`src/design/pra_pkg.sv`:
```
package pra_pkg;

  // Width of every power value on the result channel.
  localparam int unsigned PWR_W = 48;

  // Field widths of the PMBus formats.
  localparam int unsigned VM_EXP_W   = 5;
  localparam int unsigned L11_EXP_W  = 5;
  localparam int unsigned L11_MANT_W = 11;
  localparam int unsigned VRAW_W     = 16;

  // Unsigned product of the voltage mantissa and the current magnitude.
  localparam int unsigned MAG_W = VRAW_W + L11_MANT_W;

  // Signed shift amount, exponent sum plus fraction bits.
  localparam int unsigned SH_W = 8;

  typedef logic signed [PWR_W-1:0] pwr_t;

  localparam pwr_t PWR_MAX = {1'b0, {(PWR_W-1){1'b1}}};
  localparam pwr_t PWR_MIN = {1'b1, {(PWR_W-1){1'b0}}};

  // Reset value of the rail-to-group map.
  localparam logic [31:0] MAP_RST = 32'd990020;

  typedef enum logic [1:0] {
    GRP_PL   = 2'd0,
    GRP_PS   = 2'd1,
    GRP_DDR  = 2'd2,
    GRP_MISC = 2'd3
  } grp_t;

  localparam int unsigned NUM_GRP = 4;

  // Control that travels with a rail power word toward the accumulators.
  typedef struct packed {
    logic first;
    logic last;
    logic add;
    logic fail;
    grp_t grp;
  } rail_ctl_t;

  // Saturating add over the power range.
  function automatic pwr_t sat_add(input pwr_t a, input pwr_t b);
    logic signed [PWR_W:0] s;
    s = {a[PWR_W-1], a} + {b[PWR_W-1], b};
    if (s[PWR_W] != s[PWR_W-1]) begin
      sat_add = s[PWR_W] ? PWR_MIN : PWR_MAX;
    end else begin
      sat_add = s[PWR_W-1:0];
    end
  endfunction

endpackage

```
`src/design/pra_rail_watts.sv`:
```
module pra_rail_watts import pra_pkg::*; #(
  parameter int FRAC_BITS = 16
) (
  input  logic [7:0]  volt_mode,
  input  logic [15:0] vout_raw,
  input  logic [15:0] iout_raw,
  output pwr_t        rail_power
);

  localparam int unsigned WIDE_W = MAG_W + PWR_W;

  logic signed [VM_EXP_W-1:0]   ve;
  logic signed [L11_EXP_W-1:0]  ie;
  logic signed [L11_MANT_W-1:0] im;
  logic                         neg;
  logic [L11_MANT_W-1:0]        im_mag;
  logic [MAG_W-1:0]             mag;
  logic signed [SH_W-1:0]       sh;
  logic [SH_W-1:0]              k;
  logic [WIDE_W-1:0]            wide;
  logic [WIDE_W-1:0]            lim;
  logic [MAG_W:0]               rnd;
  logic [MAG_W:0]               biased;
  logic [PWR_W-1:0]             val;

  // Decode the exponents and the Linear11 mantissa.
  assign ve     = volt_mode[VM_EXP_W-1:0];
  assign ie     = iout_raw[15:L11_MANT_W];
  assign im     = iout_raw[L11_MANT_W-1:0];
  assign neg    = im[L11_MANT_W-1];
  assign im_mag = neg ? L11_MANT_W'(-im) : L11_MANT_W'(im);

  // Magnitude product and the binary point shift.
  assign mag = MAG_W'(vout_raw) * MAG_W'(im_mag);
  assign sh  = SH_W'(ve) + SH_W'(ie) + SH_W'(FRAC_BITS);
  assign k   = SH_W'(-sh);

  // Scale and saturate; negative values round toward minus infinity.
  always_comb begin
    wide   = '0;
    rnd    = '0;
    biased = '0;
    lim    = neg ? (WIDE_W'(1) << (PWR_W - 1)) : WIDE_W'(PWR_MAX);
    if (mag == '0) begin
      val = '0;
    end else if (!sh[SH_W-1]) begin
      if (sh >= SH_W'(PWR_W)) begin
        val = lim[PWR_W-1:0];
      end else begin
        wide = WIDE_W'(mag) << sh[5:0];
        val  = (wide > lim) ? lim[PWR_W-1:0] : wide[PWR_W-1:0];
      end
    end else begin
      if (k >= SH_W'(MAG_W)) begin
        val = neg ? PWR_W'(1) : '0;
      end else begin
        rnd    = neg ? ((MAG_W+1)'(1) << k[4:0]) - (MAG_W+1)'(1) : '0;
        biased = (MAG_W+1)'(mag) + rnd;
        val    = PWR_W'(biased >> k[4:0]);
      end
    end
  end

  assign rail_power = neg ? -pwr_t'(val) : pwr_t'(val);

endmodule

```
`src/design/pmbus_rail_power_accumulator.sv`:
```
// Takes one word of PMBus readings per rail (the voltage mode byte, READ_VOUT as ULINEAR16
// and READ_IOUT as Linear11) and returns one result word per input word: the rail's power in
// signed fixed point with FRAC_BITS fraction bits, and the running scan total and the PL,
// PS, DDR and MISC group sums after that rail, all saturated to 48 bits. A word with
// first_rail set clears the sums and sets scan_ok before its rail is added; a failed read
// adds nothing and, if its index is below MAX_RAILS, clears scan_ok; a rail index at or
// above MAX_RAILS adds nothing. The block takes one word per clock while in_stall is low;
// a word passes through an input register, a stage that decodes, multiplies and scales,
// and the accumulator stage whose registers drive the outputs. in_stall follows out_stall
// in the same cycle once all three stages hold words. cfg_data sets the rail-to-group map
// (two bits per rail); the user must write it only while no word is in flight, which the
// block itself does not enforce, and cfg_ready is always high.
module pmbus_rail_power_accumulator import pra_pkg::*; #(
  parameter int MAX_RAILS = 16,
  parameter int FRAC_BITS = 16
) (
  input  logic        clk,
  input  logic        rst_n,

  input  logic        in_valid,
  output logic        in_stall,
  input  logic [3:0]  in_rail_index,
  input  logic        in_first_rail,
  input  logic        in_last_rail,
  input  logic        in_read_ok,
  input  logic [7:0]  in_volt_mode,
  input  logic [15:0] in_vout_raw,
  input  logic [15:0] in_iout_raw,

  output logic        out_valid,
  input  logic        out_stall,
  output pwr_t        out_rail_power,
  output pwr_t        out_total_power,
  output pwr_t        out_pl_power,
  output pwr_t        out_ps_power,
  output pwr_t        out_ddr_power,
  output pwr_t        out_misc_power,
  output logic        out_scan_ok,
  output logic        out_scan_done,

  input  logic        cfg_valid,
  output logic        cfg_ready,
  input  logic [31:0] cfg_data
);

  logic [31:0] map_r;

  logic        s1_valid_r;
  logic [3:0]  s1_idx_r;
  logic        s1_first_r;
  logic        s1_last_r;
  logic        s1_rok_r;
  logic [7:0]  s1_vmode_r;
  logic [15:0] s1_vraw_r;
  logic [15:0] s1_iraw_r;

  logic        s2_valid_r;
  rail_ctl_t   s2_ctl_r;
  rail_ctl_t   s2_ctl_nxt;
  pwr_t        s2_power_r;
  pwr_t        s2_power_nxt;
  pwr_t        watts;
  logic        in_range;

  logic        out_valid_r;
  pwr_t        rail_power_r;
  pwr_t        total_r;
  pwr_t        total_nxt;
  pwr_t        grp_r   [NUM_GRP];
  pwr_t        grp_nxt [NUM_GRP];
  logic        ok_r;
  logic        ok_nxt;
  logic        done_r;

  logic        out_free;
  logic        s2_free;
  logic        s1_free;
  logic        adv3;
  logic        adv2;

  // Flow control: each stage loads when its successor has room.
  assign out_free = !out_valid_r || !out_stall;
  assign adv3     = s2_valid_r && out_free;
  assign s2_free  = !s2_valid_r || out_free;
  assign adv2     = s1_valid_r && s2_free;
  assign s1_free  = !s1_valid_r || s2_free;
  assign in_stall = !s1_free;

  assign cfg_ready = 1'b1;

  // Group map register.
  always_ff @(posedge clk) begin
    if (!rst_n) begin
      map_r <= MAP_RST;
    end else if (cfg_valid && cfg_ready) begin
      map_r <= cfg_data;
    end
  end

  // Input register.
  always_ff @(posedge clk) begin
    if (!rst_n) begin
      s1_valid_r <= 1'b0;
    end else if (s1_free) begin
      s1_valid_r <= in_valid;
    end
  end

  always_ff @(posedge clk) begin
    if (s1_free && in_valid) begin
      s1_idx_r   <= in_rail_index;
      s1_first_r <= in_first_rail;
      s1_last_r  <= in_last_rail;
      s1_rok_r   <= in_read_ok;
      s1_vmode_r <= in_volt_mode;
      s1_vraw_r  <= in_vout_raw;
      s1_iraw_r  <= in_iout_raw;
    end
  end

  // Rail power decode and scaling.
  pra_rail_watts #(
    .FRAC_BITS (FRAC_BITS)
  ) u_watts (
    .volt_mode  (s1_vmode_r),
    .vout_raw   (s1_vraw_r),
    .iout_raw   (s1_iraw_r),
    .rail_power (watts)
  );

  assign in_range = 5'(s1_idx_r) < 5'(MAX_RAILS);

  always_comb begin
    s2_ctl_nxt.first = s1_first_r;
    s2_ctl_nxt.last  = s1_last_r;
    s2_ctl_nxt.add   = in_range && s1_rok_r;
    s2_ctl_nxt.fail  = in_range && !s1_rok_r;
    s2_ctl_nxt.grp   = grp_t'(map_r[{s1_idx_r, 1'b0} +: 2]);
    s2_power_nxt     = s2_ctl_nxt.add ? watts : '0;
  end

  always_ff @(posedge clk) begin
    if (!rst_n) begin
      s2_valid_r <= 1'b0;
    end else if (s2_free) begin
      s2_valid_r <= s1_valid_r;
    end
  end

  always_ff @(posedge clk) begin
    if (adv2) begin
      s2_ctl_r   <= s2_ctl_nxt;
      s2_power_r <= s2_power_nxt;
    end
  end

  // Accumulators: a new scan starts from zero with ok set.
  always_comb begin
    pwr_t base;
    total_nxt = s2_ctl_r.first ? '0 : total_r;
    if (s2_ctl_r.add) begin
      total_nxt = sat_add(total_nxt, s2_power_r);
    end
    for (int g = 0; g < NUM_GRP; g++) begin
      base       = s2_ctl_r.first ? '0 : grp_r[g];
      grp_nxt[g] = (s2_ctl_r.add && s2_ctl_r.grp == grp_t'(2'(g))) ?
                   sat_add(base, s2_power_r) : base;
    end
    ok_nxt = s2_ctl_r.first ? 1'b1 : ok_r;
    if (s2_ctl_r.fail) begin
      ok_nxt = 1'b0;
    end
  end

  // Result register; the sums live here and drive the outputs directly.
  always_ff @(posedge clk) begin
    if (!rst_n) begin
      out_valid_r <= 1'b0;
      total_r     <= '0;
      ok_r        <= 1'b1;
      for (int g = 0; g < NUM_GRP; g++) begin
        grp_r[g] <= '0;
      end
    end else begin
      if (out_free) begin
        out_valid_r <= s2_valid_r;
      end
      if (adv3) begin
        total_r <= total_nxt;
        ok_r    <= ok_nxt;
        for (int g = 0; g < NUM_GRP; g++) begin
          grp_r[g] <= grp_nxt[g];
        end
      end
    end
  end

  always_ff @(posedge clk) begin
    if (adv3) begin
      rail_power_r <= s2_power_r;
      done_r       <= s2_ctl_r.last;
    end
  end

  assign out_valid       = out_valid_r;
  assign out_rail_power  = rail_power_r;
  assign out_total_power = total_r;
  assign out_pl_power    = grp_r[GRP_PL];
  assign out_ps_power    = grp_r[GRP_PS];
  assign out_ddr_power   = grp_r[GRP_DDR];
  assign out_misc_power  = grp_r[GRP_MISC];
  assign out_scan_ok     = ok_r;
  assign out_scan_done   = done_r;

  // An empty pipeline never holds off the input.
  a_idle_no_stall: assert property (@(posedge clk) disable iff (!rst_n)
    (!s1_valid_r && !s2_valid_r && !out_valid_r) |-> !in_stall)
    else $error("input stalled while the pipeline is empty");

  // A failed read of a rail in range leaves scan_ok low on its result.
  a_fail_clears_ok: assert property (@(posedge clk) disable iff (!rst_n)
    (adv3 && s2_ctl_r.fail) |=> !out_scan_ok)
    else $error("scan_ok still set after a failed read");

  // A word that adds nothing and starts no scan keeps the total.
  a_total_held: assert property (@(posedge clk) disable iff (!rst_n)
    (adv3 && !s2_ctl_r.first && !s2_ctl_r.add) |=> $stable(out_total_power))
    else $error("total changed on a word that adds nothing");

endmodule
```
`config.mk`:
```
export PLATFORM = sky130hd
export DESIGN_NAME = pmbus_rail_power_accumulator
export DESIGN_NICKNAME = d
export VERILOG_FILES = /design/src/design/pra_pkg.sv /design/src/design/pra_rail_watts.sv /design/src/design/pmbus_rail_power_accumulator.sv
export SDC_FILE = /design/constraint.sdc
export NUM_CORES = 2
export LEC_CHECK = 0
export CORE_ASPECT_RATIO = 0.5
export CORE_MARGIN = 2
export CORE_UTILIZATION = 35
export DETAILED_ROUTE_END_ITERATION = 16
export DONT_BUFFER_PORTS = 1
export GPL_ROUTABILITY_DRIVEN = 1
export SLEW_MARGIN = 20
export SYNTH_ARGS = -nofsm -noshare
export SYNTH_HDL_FRONTEND = slang
export SYNTH_SLANG_ARGS = --single-unit
```
`constraint.sdc`:
```
create_clock -name clk -period 12.5 [get_ports clk]
set_input_delay 1.875 -clock clk [delete_from_list [all_inputs] [get_ports clk]]
set_output_delay 1.875 -clock clk [all_outputs]
set_load 0.01 [all_outputs]
```
==> reports/results.tsv <==
metric	value	unit
run status	completed	
TritonCTS clock tree	yes	
H-tree lvl count	2	
WP data arrival	12.63	ns
iteration-0 DRC count of the detailed router	4421	
number of setup violations in the final report	0	
average size of a mapped cell	8.20	um^2
number of port buffers	0	
Clock transition at path regs	0.06	ns
total standard cell area after synthesis	48500	um^2
number of register bits inferred by synthesis	423	
Worst Setup Slack post-DPL	-0.358	ns
horizontal extent of the die	530	um
Max Buffers Root-to-Sink	3	
area enclosed by the die boundary	142000	um^2
element type at the critical path start	flop	
share of cells above drive strength 1	14.3	%
dominant synthesized flop cell	sky130_fd_sc_hd__edfxtp_1	
number of nets in the layout	6742	
net count after synthesis	6529	
IO Count	377	
wire length of the first global-routing pass	268	mm
Layout area overhead	16.3	%
kind of critical path	reg -> reg	
total gr overflow	0	
most common cell after layout, fill and taps aside	sky130_fd_sc_hd__a21oi_1	
core footprint	137000	um^2
overall die height	267	um
initial cell density of the core	35.3	%
HPWL after detailed placement	132	mm
via count of the first global-routing pass	43600	
Post-Syn Instances	5912	
final non-filler cell area	56400	um^2
total detailed-routing wirelength	179	mm
initial antenna violation count	18	
number of distinct library cell variants in the gate-level netlist after synthesis	105	
final RePlAce weighted congestion	0.969	
Global Route Usage Sum	24.2	%
Async S/R FF share, synth	0	%
clk root buf	sky130_fd_sc_hd__clkbuf_16	
slowest stage delay, CP	0.59	ns
Placement Cell Area	53300	um^2
vias after detailed routing	46700	
Min Clock Period, post-route	12.19	ns
YS warnings	0	
post-DR vias/cell	5.81	
number of hold violations in the final report	0	
final core area utilization	41.1	%
Worst path slowest cell	sky130_fd_sc_hd__fa_2	
setup repair after global routing missed its margin	true	
clock latency at the later pin of the worst-skew pair	0.65	ns
Pre-Repair DR Iteration Count	6	
clk_skew	0.0280	ns
drt drc	0	
total count of max-transition violations in the final report	0	
maximum fanout count along the critical path	7	
number of buffers added by the clock tree synthesis step	47	
wire length per cell after detailed routing	22.2	um
DRT antenna net count	0	
worst hold-check path type	reg -> reg	
type of element capturing the critical path	flop	
share of synthesized area occupied by flip-flops and latches	24.5	%
pin count of the biggest net entering global routing	162	
upper clock frequency limit	82.1	MHz
relative slew slack	15.8	%
commonest cells after routing, fill and taps aside	sky130_fd_sc_hd__a21oi_1, sky130_fd_sc_hd__buf_4, sky130_fd_sc_hd__nand2_1, sky130_fd_sc_hd__o21ai_0, sky130_fd_sc_hd__nor2_1	
total negative setup slack	0	ns
Final Cycle Share	97.5	%
PnR worst setup slack	0.314	ns
site row count	96	
Required @ worst endpoint	12.94	ns
number of violations of the max-capacitance limit	0	
count of flip-flops with a built-in enable after synthesis	339	
CP most frequent cell	sky130_fd_sc_hd__buf_4	
transition time of the tightest slew-check pin	1.26	ns
sink count of the clock tree	423	
sequential cells by signal, indices dropped and copies added (netlist names):
| register | flops |
|---|---|
| s1_vmode_r | 5 |
| grp_r | 192 |
| s2_valid_r | 1 |
| out_valid | 1 |
| s1_idx_r | 4 |
| map_r | 32 |
| out_scan_done | 1 |
| s2_power_r | 48 |
| s1_valid_r | 1 |
| out_total_power | 48 |
| s1_vraw_r | 16 |
| s2_ctl_r | 6 |
| out_rail_power | 48 |
| out_scan_ok | 1 |
| s1_first_r | 1 |
| s1_last_r | 1 |
| s1_iraw_r | 16 |
| s1_rok_r | 1 |
worst max-delay path, delay by kind of cell (launching register included):
family,cells,cell delay (ns)
muxes,2,0.48
AOI/OAI and AO/OA,14,2.73
and+or+nand+nor,17,4.18
DFF,1,0.40
buffers and inverters,8,1.15
xor gates and xnor gates,1,0.17
adders and majority gates,7,2.88
cells in the mapped netlist (53+ instances only):
| master | count | area share (%) |
|---|---|---|
| sky130_fd_sc_hd__a211oi_1 | 66 | 1.0 |
| sky130_fd_sc_hd__a21o_1 | 151 | 2.3 |
| sky130_fd_sc_hd__a21oi_1 | 563 | 5.8 |
| sky130_fd_sc_hd__a31oi_1 | 53 | 0.68 |
| sky130_fd_sc_hd__and2_1 | 130 | 1.7 |
| sky130_fd_sc_hd__and3_1 | 53 | 0.68 |
| sky130_fd_sc_hd__clkbuf_1 | 295 | 2.3 |
| sky130_fd_sc_hd__dfxtp_1 | 84 | 3.5 |
| sky130_fd_sc_hd__edfxtp_1 | 339 | 21 |
| sky130_fd_sc_hd__fa_1 | 132 | 5.5 |
| sky130_fd_sc_hd__ha_1 | 401 | 10 |
| sky130_fd_sc_hd__inv_1 | 269 | 2.1 |
| sky130_fd_sc_hd__maj3_1 | 100 | 2.1 |
| sky130_fd_sc_hd__mux2i_1 | 67 | 1.4 |
| sky130_fd_sc_hd__nand2_1 | 466 | 3.6 |
| sky130_fd_sc_hd__nand2b_1 | 75 | 0.97 |
| sky130_fd_sc_hd__nand3_1 | 142 | 1.5 |
| sky130_fd_sc_hd__nand4_1 | 57 | 0.74 |
| sky130_fd_sc_hd__nor2_1 | 470 | 3.6 |
| sky130_fd_sc_hd__nor2b_1 | 308 | 4.0 |
| sky130_fd_sc_hd__nor3_1 | 96 | 0.99 |
| sky130_fd_sc_hd__o211ai_1 | 62 | 0.96 |
| sky130_fd_sc_hd__o21ai_0 | 485 | 5.0 |
| sky130_fd_sc_hd__xnor2_1 | 164 | 3.0 |
| sky130_fd_sc_hd__xor2_1 | 116 | 2.1 |
kinds of logic (layout without fill, tap and decap cells):
| group | count (synthesis) | after routing | share of synthesized area, % |
|---|---|---|---|
| compound gates | 1898 | 1898 | 24.8 |
| xor+xnor | 281 | 282 | 5.10 |
| fa+ha+maj | 633 | 633 | 17.9 |
| buf+inv | 601 | 850 | 4.73 |
| flops | 423 | 423 | 24.5 |
| mux | 97 | 97 | 2.54 |
| other cells | 1 | 4 | 0.00773 |
| simple gates | 1978 | 1978 | 20.5 |
timing repair:
item,CTS,global route
setup buffers,1,36
resized for setup,22,248
pin swaps,2,121
endpoints found under the setup margin,34,47
hold buffers,0,0
gates cloned,0,1
final cells by class:
type	instances	area (um^2)
clock buffer	59	1280
multi-input combinational	4889	35800
timing repair buffer	490	3810
antenna	3	7.51
tap	1862	2330
sequential	423	11900
inverter	274	1040
clock inverter	27	245
fill	13800	80900
per-layer routing:
layer  track usage (%)  up-vias  share of wire (%)
met1              32.3    22400                 43
met2              39.3     1717                 45
met3              4.54      336                7.9
li1                  -    22200                  -
met5                 0        -              0.052
met4              7.80       16                3.6
worst paths after layout:
| kind | startpoint | end | slack, ns | depth (start not counted) |
|---|---|---|---|---|
| min | s1_last_r$_DFFE_PP_ | s2_ctl_r[4]$_DFFE_PP_ | 0.42 | 0 |
| max reg2reg | s1_iraw_r[2]$_DFFE_PP_ | s2_power_r[37]$_SDFFCE_PN0P_ | 0.31 | 49 |
| max | s1_iraw_r[2]$_DFFE_PP_ | s2_power_r[37]$_SDFFCE_PN0P_ | 0.31 | 49 |
| min reg2reg | s1_last_r$_DFFE_PP_ | s2_ctl_r[4]$_DFFE_PP_ | 0.42 | 0 |
through the flow:
stage | hold WS (ns) | instances
floorplan | 0.400 | 5912
global placement | 0.402 | 7901
detailed placement | 0.408 | 7901
CTS | 0.424 | 7988
global route | 0.440 | 8026
finish | 0.421 | 8027
Power is left out: the tool's default activity adds up to more than one toggle a clock period on the data nets, which glitch-free logic cannot reach.
